[src/hw/rtl/sld_pkg.sv]
// Shared types and constants for the sync-word length-prefixed deframer.
// Used by sld_parser, sld_outbuf and sync_length_frame_deframer; no dependencies.
`timescale 1ns / 1ps

package sld_pkg;

    // Width kept of the received payload length (8 to 24)
    localparam int LenBits = 24;

    localparam logic [7:0]  SyncHi  = 8'hBE;
    localparam logic [7:0]  SyncLo  = 8'hEF;
    localparam logic [15:0] SkipMax = 16'hFFFF;

    // Header parse phase, one-hot
    typedef enum logic [6:0] {
        PH_HUNT1 = 7'b000_0001,
        PH_HUNT2 = 7'b000_0010,
        PH_SEQ   = 7'b000_0100,
        PH_LEN0  = 7'b000_1000,
        PH_LEN1  = 7'b001_0000,
        PH_LEN2  = 7'b010_0000,
        PH_DATA  = 7'b100_0000
    } phase_t;

    // One result item
    typedef struct packed {
        logic [7:0]  payload_byte;
        logic        frame_start;
        logic        frame_end;
        logic        empty_frame;
        logic        seq_gap;
        logic [7:0]  frame_seq;
        logic [15:0] skipped_bytes;
    } result_t;

endpackage

[src/hw/rtl/sld_parser.sv]
// Byte-at-a-time header parser and payload pass-through for the deframer.
// Depends on sld_pkg for the phase type, the sync constants and result_t.
`timescale 1ns / 1ps

module sld_parser
(
    input  logic               clk,
    input  logic               rst_n,
    input  logic               accept,
    input  logic [7:0]         rx_byte,
    output logic               res_valid,
    output sld_pkg::result_t   res
);

    sld_pkg::phase_t             phase_reg, phase_next;
    logic [7:0]                  expected_seq_reg, expected_seq_next;
    logic [7:0]                  current_seq_reg, current_seq_next;
    logic                        gap_seen_reg, gap_seen_next;
    logic [15:0]                 len_hi_reg, len_hi_next;
    logic [sld_pkg::LenBits-1:0] remaining_reg, remaining_next;
    logic [15:0]                 skip_reg, skip_next;
    logic                        first_reg, first_next;

    logic [1:0]                  skip_add;
    logic [16:0]                 skip_sum;
    logic [23:0]                 len_full;
    logic [sld_pkg::LenBits-1:0] len_kept;
    logic                        last_byte;

    // Saturating hunt skip count
    assign skip_sum = {1'b0, skip_reg} + {15'd0, skip_add};

    // Assemble the big-endian length and keep its low bits
    assign len_full  = {len_hi_reg, rx_byte};
    assign len_kept  = len_full[sld_pkg::LenBits-1:0];
    assign last_byte = (remaining_reg == sld_pkg::LenBits'(1));

    // Next state and result for the byte at the input
    always_comb
    begin
        phase_next        = phase_reg;
        expected_seq_next = expected_seq_reg;
        current_seq_next  = current_seq_reg;
        gap_seen_next     = gap_seen_reg;
        len_hi_next       = len_hi_reg;
        remaining_next    = remaining_reg;
        skip_next         = skip_reg;
        first_next        = first_reg;
        skip_add          = 2'd0;
        res_valid         = 1'b0;

        res.payload_byte  = 8'd0;
        res.frame_start   = 1'b0;
        res.frame_end     = 1'b0;
        res.empty_frame   = 1'b0;
        res.seq_gap       = gap_seen_reg;
        res.frame_seq     = current_seq_reg;
        res.skipped_bytes = skip_reg;

        unique case (phase_reg)
            sld_pkg::PH_HUNT2:
            begin
                if (rx_byte == sld_pkg::SyncLo)
                begin
                    phase_next = sld_pkg::PH_SEQ;
                end
                else if (rx_byte == sld_pkg::SyncHi)
                begin
                    skip_add = 2'd1;
                end
                else
                begin
                    skip_add   = 2'd2;
                    phase_next = sld_pkg::PH_HUNT1;
                end
            end
            sld_pkg::PH_SEQ:
            begin
                current_seq_next = rx_byte;
                if (expected_seq_reg < rx_byte)
                begin
                    gap_seen_next     = 1'b1;
                    expected_seq_next = rx_byte;
                end
                else
                begin
                    gap_seen_next = 1'b0;
                end
                phase_next = sld_pkg::PH_LEN0;
            end
            sld_pkg::PH_LEN0:
            begin
                len_hi_next = {rx_byte, 8'd0};
                phase_next  = sld_pkg::PH_LEN1;
            end
            sld_pkg::PH_LEN1:
            begin
                len_hi_next = {len_hi_reg[15:8], rx_byte};
                phase_next  = sld_pkg::PH_LEN2;
            end
            sld_pkg::PH_LEN2:
            begin
                expected_seq_next = expected_seq_reg + 8'd1;
                remaining_next    = len_kept;
                if (len_kept == '0)
                begin
                    // Empty frame: one marker result
                    res_valid       = 1'b1;
                    res.frame_start = 1'b1;
                    res.frame_end   = 1'b1;
                    res.empty_frame = 1'b1;
                    skip_next       = 16'd0;
                    first_next      = 1'b0;
                    phase_next      = sld_pkg::PH_HUNT1;
                end
                else
                begin
                    first_next = 1'b1;
                    phase_next = sld_pkg::PH_DATA;
                end
            end
            sld_pkg::PH_DATA:
            begin
                res_valid        = 1'b1;
                res.payload_byte = rx_byte;
                res.frame_start  = first_reg;
                res.frame_end    = last_byte;
                first_next       = 1'b0;
                remaining_next   = remaining_reg - sld_pkg::LenBits'(1);
                if (last_byte)
                begin
                    skip_next  = 16'd0;
                    phase_next = sld_pkg::PH_HUNT1;
                end
            end
            default:
            begin
                // Hunting the first sync byte; stray codes land here too
                if (rx_byte == sld_pkg::SyncHi)
                begin
                    phase_next = sld_pkg::PH_HUNT2;
                end
                else
                begin
                    skip_add   = 2'd1;
                    phase_next = sld_pkg::PH_HUNT1;
                end
            end
        endcase

        if (skip_add != 2'd0)
        begin
            skip_next = skip_sum[16] ? sld_pkg::SkipMax : skip_sum[15:0];
        end

        if (!accept)
        begin
            res_valid = 1'b0;
        end
    end

    // Advance parse state on each accepted byte
    always_ff @(posedge clk or negedge rst_n)
    begin
        if (!rst_n)
        begin
            phase_reg        <= sld_pkg::PH_HUNT1;
            expected_seq_reg <= 8'd0;
            current_seq_reg  <= 8'd0;
            gap_seen_reg     <= 1'b0;
            len_hi_reg       <= 16'd0;
            remaining_reg    <= '0;
            skip_reg         <= 16'd0;
            first_reg        <= 1'b0;
        end
        else if (accept)
        begin
            phase_reg        <= phase_next;
            expected_seq_reg <= expected_seq_next;
            current_seq_reg  <= current_seq_next;
            gap_seen_reg     <= gap_seen_next;
            len_hi_reg       <= len_hi_next;
            remaining_reg    <= remaining_next;
            skip_reg         <= skip_next;
            first_reg        <= first_next;
        end
    end

endmodule

[src/hw/rtl/sld_outbuf.sv]
// Two-entry output buffer: result register plus skid register.
// Depends on sld_pkg for result_t.
`timescale 1ns / 1ps

module sld_outbuf
(
    input  logic             clk,
    input  logic             rst_n,
    input  logic             push,
    input  sld_pkg::result_t push_data,
    input  logic             out_ready,
    output logic             out_valid,
    output sld_pkg::result_t out_data,
    output logic             space
);

    logic             main_valid_reg, main_valid_next;
    logic             skid_valid_reg, skid_valid_next;
    sld_pkg::result_t main_reg, main_next;
    sld_pkg::result_t skid_reg, skid_next;

    assign out_valid = main_valid_reg;
    assign out_data  = main_reg;
    // New request only while the skid slot is free
    assign space     = !skid_valid_reg;

    // Move results forward: skid first, then the new request
    always_comb
    begin
        main_valid_next = main_valid_reg;
        skid_valid_next = skid_valid_reg;
        main_next       = main_reg;
        skid_next       = skid_reg;

        if (!main_valid_reg || out_ready)
        begin
            if (skid_valid_reg)
            begin
                main_valid_next = 1'b1;
                main_next       = skid_reg;
                skid_valid_next = 1'b0;
            end
            else
            begin
                main_valid_next = push;
                main_next       = push_data;
            end
        end
        else if (push)
        begin
            skid_valid_next = 1'b1;
            skid_next       = push_data;
        end
    end

    always_ff @(posedge clk or negedge rst_n)
    begin
        if (!rst_n)
        begin
            main_valid_reg <= 1'b0;
            skid_valid_reg <= 1'b0;
        end
        else
        begin
            main_valid_reg <= main_valid_next;
            skid_valid_reg <= skid_valid_next;
        end
    end

    // Hold payload without reset
    always_ff @(posedge clk)
    begin
        main_reg <= main_next;
        skid_reg <= skid_next;
    end

endmodule

[src/hw/rtl/sync_length_frame_deframer.sv]
// Top level of the sync-word length-prefixed deframer.
// Depends on sld_pkg, sld_parser and sld_outbuf.
`timescale 1ns / 1ps

// Takes one received byte per cycle while in_ready is high and splits the stream into
// frames: it hunts for the 0xBE 0xEF sync word (counting skipped bytes, saturating at
// 65535), reads a sequence byte and a 24-bit big-endian length, then passes each payload
// byte out with start and end marks; a zero-length frame gives a single empty-frame
// result. Header bytes give no result. Results sit in a two-entry buffer: each one is
// registered in the result register, or in the skid register while the result register
// is held, so in_ready falls only when both entries are full, and throughput is one
// byte per cycle for as long as out_ready stays high.

module sync_length_frame_deframer
(
    input  logic        clk,
    input  logic        rst_n,
    input  logic        in_valid,
    output logic        in_ready,
    input  logic [7:0]  rx_byte,
    output logic        out_valid,
    input  logic        out_ready,
    output logic [7:0]  payload_byte,
    output logic        frame_start,
    output logic        frame_end,
    output logic        empty_frame,
    output logic        seq_gap,
    output logic [7:0]  frame_seq,
    output logic [15:0] skipped_bytes
);

    logic             accept;
    logic             res_valid;
    sld_pkg::result_t res;
    sld_pkg::result_t out_data;
    logic             space;

    assign in_ready = space;
    assign accept   = in_valid && space;

    sld_parser u_parser
    (
        .clk       (clk),
        .rst_n     (rst_n),
        .accept    (accept),
        .rx_byte   (rx_byte),
        .res_valid (res_valid),
        .res       (res)
    );

    sld_outbuf u_outbuf
    (
        .clk       (clk),
        .rst_n     (rst_n),
        .push      (res_valid),
        .push_data (res),
        .out_ready (out_ready),
        .out_valid (out_valid),
        .out_data  (out_data),
        .space     (space)
    );

    // Unpack the result onto the ports
    assign payload_byte  = out_data.payload_byte;
    assign frame_start   = out_data.frame_start;
    assign frame_end     = out_data.frame_end;
    assign empty_frame   = out_data.empty_frame;
    assign seq_gap       = out_data.seq_gap;
    assign frame_seq     = out_data.frame_seq;
    assign skipped_bytes = out_data.skipped_bytes;

endmodule
[config.mk]
export PLATFORM = sky130hd
export DESIGN_NAME = sync_length_frame_deframer
export DESIGN_NICKNAME = d
export VERILOG_FILES = /design/src/hw/rtl/sld_pkg.sv /design/src/hw/rtl/sld_parser.sv /design/src/hw/rtl/sld_outbuf.sv /design/src/hw/rtl/sync_length_frame_deframer.sv
export SDC_FILE = /design/constraint.sdc
export NUM_CORES = 1
export LEC_CHECK = 0
export BUFFER_PORTS_ARGS = -buffer_cell sky130_fd_sc_hd__buf_2
export CORE_ASPECT_RATIO = 1.5
export CORE_MARGIN = 2
export CORE_UTILIZATION = 50
export CTS_CLUSTER_DIAMETER = 30
export DETAILED_ROUTE_END_ITERATION = 10
export GPL_TIMING_DRIVEN = 0
export PLACE_DENSITY_LB_ADDON = 0.15
export SLEW_MARGIN = 30
export SYNTH_ARGS = -nofsm -noshare
export SYNTH_HDL_FRONTEND = slang
export SYNTH_SLANG_ARGS = --single-unit
[constraint.sdc]
create_clock -name clk -period 6.6 [get_ports clk]
set_clock_uncertainty 0.05 [all_clocks]
set_input_delay 0.33 -clock clk [delete_from_list [all_inputs] [get_ports clk]]
set_output_delay 0.33 -clock clk [all_outputs]
set_load 0.005 [all_outputs]
# ---- Word level (Yosys, flattened, before mapping)
# Index checks and enable logic that the tools add are counted.
dict set report word_totals {
  input_bits 12
  regBits 155
  out_inout_bits 38
}
dict set report classes {
  n_eq_ne 14
  n_mux 33
  reduce_logical 20
  order_cmp 1
  addsub 3
  bitwise_logic 2
}
# op n
set op_table {}
lappend op_table {{$mux 16} 4}
lappend op_table {{$pmux 16 s2} 2}
lappend op_table {{$pmux 24 s2} 1}
lappend op_table {{$pmux 7 s6} 1}
lappend op_table {{$mux 36} 1}
lappend op_table {{$mux 7} 4}
lappend op_table {{$eq 24x1->1 const B} 1}
lappend op_table {{$logic_not 24->1} 1}
lappend op_table {{$sub 24x1->24 const B} 1}
lappend op_table {{$add 16x2->17} 1}
lappend op_table {{$eq 8x8->1 const B} 2}
lappend op_table {{$mux 8} 2}
lappend op_table {{$pmux 8 s2} 1}
lappend op_table {{$reduce_bool 2->1} 5}
lappend op_table {{$mux 1} 9}
lappend op_table {{$reduce_and 3->1} 3}
lappend op_table {{$add 8x1->8 const B} 1}
lappend op_table {{$lt 8x8->1} 1}
lappend op_table {{$pmux 2 s2} 2}
lappend op_table {{$reduce_and 2->1} 4}
lappend op_table {{$eq 7x2->1 const B} 1}
lappend op_table {{$eq 7x3->1 const B} 1}
lappend op_table {{$eq 7x4->1 const B} 1}
lappend op_table {{$eq 7x5->1 const B} 1}
lappend op_table {{15 further kinds} 22}

# ---- Longest topological paths before layout
dict set report depth {
  word_depth 7
  depth_mapped 16
}

# ---- Modules after synthesis
# A second synthesis with hierarchy kept.
dict set report hier_totals {
  hier_cells 666
  area_unflattened_um2 7433.4
}
# module area_each_um2 cells_each instances seq_area_each_um2
set modules_own_cells {}
lappend modules_own_cells {sld_parser 4674.5 544 1 2028.2}
lappend modules_own_cells {sld_outbuf 2752.6 121 1 2212.1}
lappend modules_own_cells {sync_length_frame_deframer 6.3 1 1 0.0}

# ---- Worst setup path after synthesis
# OpenSTA, ideal clock, no wires.
dict set report synth_path {
  path_kind {register to register}
  start {register u_parser.phase_reg[2]}
  end {register u_outbuf.skid_reg[0] in the netlist's numbering (enable)}
  required_ns 6.066
  setup_ns 0.484
  path_stages_with_launch 9
  arrival_ns 5.004
  path_slack_ns 1.062
  n_path_buf 4
  path_cell_list {dfrtp_1 -> buf_6 -> or4_4 -> buf_6 -> or4b_4 -> buf_6 -> or4_4 -> buf_6 -> a211oi_1}
}
dict set report synth_between {
  elab_chain_len 4
}
# item line_no
set synth_lines {}
lappend synth_lines {{start: declaration} sld_parser.sv:15} ;# sld_pkg::phase_t phase_reg, phase_next;
lappend synth_lines {{start signal: assignment} sld_parser.sv:167} ;# phase_reg <= sld_pkg::PH_HUNT1;
lappend synth_lines {{start signal: assignment} sld_parser.sv:178} ;# phase_reg <= phase_next;
lappend synth_lines {{$eq 7x7->1 / $eq 7x6->1 (equally long branches)} sld_parser.sv:60} ;# unique case (phase_reg)
lappend synth_lines {{$pmux 1 s2 *} sld_parser.sv:60}
lappend synth_lines {{$mux 1 *} sld_parser.sv:156} ;# if (!accept)
lappend synth_lines {{$reduce_and 2->1 (no source line) *} n/a}
lappend synth_lines {{end signal: assignment} sld_outbuf.sv:74} ;# skid_reg <= skid_next;
lappend synth_lines {{end: declaration} sld_outbuf.sv:20} ;# sld_pkg::result_t skid_reg, skid_next;
# Every way passes the cells marked *; elsewhere a longest branch is shown, timed or not.
# A chain may end at the register's enable or synchronous reset.

# ---- Worst setup path after layout
dict set report layout_path {
  start {register u_parser.phase_reg[0]}
  end {register u_parser.skip_reg[9]}
}
dict set report layout_between {
  elab_chain_len 6
}
# item line_no
set layout_lines {}
lappend layout_lines {{$eq 7x4->1 (tied with other cells)} sld_parser.sv:60}
lappend layout_lines {{$reduce_or 5->1 (no source line)} n/a}
lappend layout_lines {{$pmux 2 s2} sld_parser.sv:60}
lappend layout_lines {{$add 16x2->17 / $reduce_bool 2->1 (equally long branches)} {sld_parser.sv:31, sld_parser.sv:151}}
lappend layout_lines {{$mux 16 (tied with other cells)} sld_parser.sv:153} ;# skip_next = skip_sum[16] ? sld_pkg::SkipMax : skip_sum[15:0];
lappend layout_lines {{$mux 16 / $reduce_and 4->1 (equally long branches)} n/a}
lappend layout_lines {{end signal: assignment} sld_parser.sv:184} ;# skip_reg <= skip_next;
lappend layout_lines {{end: declaration} sld_parser.sv:21} ;# logic [15:0] skip_reg, skip_next;
# Several ways; a longest one is shown, not always the timed one.

==> impl_metrics.toml <==
[status]
status = "finished, final reports clean"

[layout]
area_growth_pct = 16.32
final_util_pct = 59.26
nets = 774
drive_above_1_share_pct = 17.98
diodes = 0

[power]
p_switching_uw = 543.1
powerDensity_nw_per_um2 = 251.6
irDropWorstVdd_uv = 167.7
p_comb_share_pct = 5.8
p_leak_uw = 0.003643
swShare_pct = 25.20
clock_power_share_pct = 43.7
p_int_uw = 1612
total_power_uw = 2155
seq_power_share_pct = 50.5

[setup_path]
cp.required_ns = 6.88
start_kind = "register"
path_max_fanout = 10
crit_path_end_kind = "register"
worstSetupPathType = "reg -> reg"
r2r_slack_ns = 2.45
cp.arrival_ns = 4.43

[cts]
cts_root_buf = "clkbuf_16"
clock_sinks = 155
cts_tree = "yes"
clk_latency_ns = 0.43
clock_path_buffers = 2
post_cts_buffers = 0
htree_levels = 4
clk_pin_slew_ns = 0.07
numCtsBuffers = 17

[timing]
hold_viol = 0
max_freq_ghz = 0.2408
rsz0062_at_grt = "false"
setup_slack_ns = 2.448
finalSetupTns_ns = 0
period_share_pct = 62.91
setup_viol = 0
maxSlewViolCount = 0
hold_ws_ns = 0.1755
fin_crit_ns = 4.152
worst_pin_slew_ns = 0.7810
relSlewSlack_pct = 47.53

[synth]
synth-edff-count = 72
synthFlopType = "dfrtp_1"
synth_compound_area_share_pct = 15.80
synthXorXnorAreaFrac_pct = 0.2378
synthMuxAreaShare_pct = 4.875
async_flop_share_pct = 53.55
yosys-top-cells-area = "edfxtp_1 29%, dfrtp_1 28%, mux2_2 4.6%"
syn_inst = 676
synth_area_leader_cell = "edfxtp_1"
synthAdderAreaFrac_pct = 2.310
synth_cell_types = 66
synth_top_area_share_pct = 29.35
yosys_warnings = 0
synth_nets = 701
synth_top_family_by_area = "compound AO/OA/AOI/OAI gates"
synth_seq_cells = 155
synth_area_um2 = 7366
seq_area_frac_synth_pct = 57.57
synth-simple-area-share_pct = 15.66
syn_area_per_cell_um2 = 10.90

[detailed_routing]
drc_errors = 0
drtAntennaViolNets = 0
detail_route.vias_per_cell = 5.879
wl_per_cell_um = 18.63
drt_iter0_drc = 402
drtPass1Iterations = 7
routed_wirelength_um = 17840
vias = 5632

[floorplanning]
die_area_um2 = 15740
core-area_um2 = 14460
dieHeight_um = 152.7
start_util_pct = 50.94
num_rows = 54
io_pins = 50
dieWidth_um = 103.1

[place]
post-place-ws_ns = 2.521
gp_routability_congestion = 0.8939
hpwlAfterDp_um = 12850
io_buffer_count = 48

[global_route]
grt_max_degree = 60
gr-usage-all-layers_pct = 24.11
grt-ovfl-total = 0
grt_pass1_vias = 5656
grt_pass1_wl_um = 29350
grt_antenna_before_repair = 0

[min_path]
hp-class = "in -> reg"

[job]
cap_violations = 0
==> per-stage QoR <==
| stage | cell area, um^2 | cells |
|---|---|---|
| final | 8568 | 958 |
| after global routing | 8568 | 958 |
| after CTS | 8557 | 958 |
| after detailed placement | 7974 | 925 |
| after global placement | 7851 | 920 |
| after floorplan | 7366 | 676 |
==> layout by cell type, fill, tap and decap left out, types with 20 or more instances in the layout <==
master    synthesis  routed
a21oi_1          40      40
buf_2             2      49
clkbuf_1         33      33
dfrtp_1          82      82
edfxtp_1         72      72
mux2_2           30      30
nand2_1          68      68
nand3_1          20      20
nor2_1           59      59
o21ai_0          54      54
==> area by class of cell <==
cell class,count,area [um^2]
Fill cell,1276,5891
Timing Repair Buffer,54,349.1
Inverter,19,71.32
Buffer,42,190.2
Tap cell,196,245.2
Clock buffer,17,425.4
Sequential cell,155,4240
Multi-Input combinational cell,460,2899
Clock inverter,15,147.6
==> metal layers <==
| layer | vias to the layer above | share of wire, % | global-route usage, % |
|---|---|---|---|
| met5 | - | 0 | 0 |
| met3 | 33 | 4.0 | 4.220 |
| met1 | 2772 | 40 | 29.75 |
| li1 | 2670 | - | - |
| met2 | 157 | 53 | 41.59 |
| met4 | 0 | 3.0 | 8.897 |
==> critical path, cell delays in order (launching register included) <==
cell and delay (ns):
dfstp_2 0.36, clkbuf_1 0.20, nor3_2 0.54, nand2_1 0.14, nor2b_1 0.32, a21o_1 0.19
ha_1 0.16, inv_1 0.05, fa_1 0.41, and4b_1 0.36, nand3_1 0.17, or3_1 0.38
buf_1 0.25, o21ai_0 0.14, a21oi_1 0.09, a211oi_1 0.25
==> cell usage after synthesis (8+ instances only) <==
master	count
dfrtp_1	82
edfxtp_1	72
nand2_1	68
nor2_1	59
o21ai_0	54
a21oi_1	40
clkbuf_1	33
mux2_2	30
nand3_1	20
inv_1	19
nor3_1	15
a31oi_1	14
ha_1	12
and3_1	10
o31ai_1	10
nor4_1	9
o22a_1	9
a211oi_1	8
a22o_1	8
==> logic make-up after synthesis <==
| family | count (synthesis) |
|---|---|
| and+or+nand+nor | 232 |
| buffers and inverters | 61 |
| adders and majority gates | 13 |
| DFF | 155 |
| xor gates and xnor gates | 2 |
| AOI/OAI and AO/OA | 181 |
| muxes | 32 |
==> path summary, 6_finish.rpt <==
path / from / end / cells after the start
max: u_parser.phase_reg[0]$_DFFE_PN1P_ / u_parser.skip_reg[9]$_DFFE_PN0P_ / 15
min: in_valid / u_outbuf.out_valid$_DFFE_PN0N_ / 3
max reg2reg: u_parser.phase_reg[0]$_DFFE_PN1P_ / u_parser.skip_reg[9]$_DFFE_PN0P_ / 15
min reg2reg: u_parser.current_seq_reg[7]$_DFFE_PN0P_ / u_outbuf.skid_reg[23]$_DFFE_PP_ / 0
max in group asynchronous: rst_n / u_parser.phase_reg[0]$_DFFE_PN1P_ / 3
min in group asynchronous: rst_n / u_parser.expected_seq_reg[4]$_DFFE_PN0P_ / 2
==> power groups by stage <==
stage / clock, uW / sequential (uW) / combinational [uW]
2_1_floorplan: 0 / 1100 / 67.5
3_3_place_gp: 0 / 1100 / 119
3_5_place_dp: 0 / 1110 / 124
4_1_cts: 957 / 1090 / 126
5_1_grt: 998 / 1090 / 144
6_report: 943 / 1090 / 125
==> what timing repair did <==
| item | in CTS | in global routing |
|---|---|---|
| hold buffers | 1 | 0 |
| hold endpoints to repair | 24 | 0 |
| gates resized for setup | 0 | 0 |
Note: power is estimated with default switching activity, not from simulation.
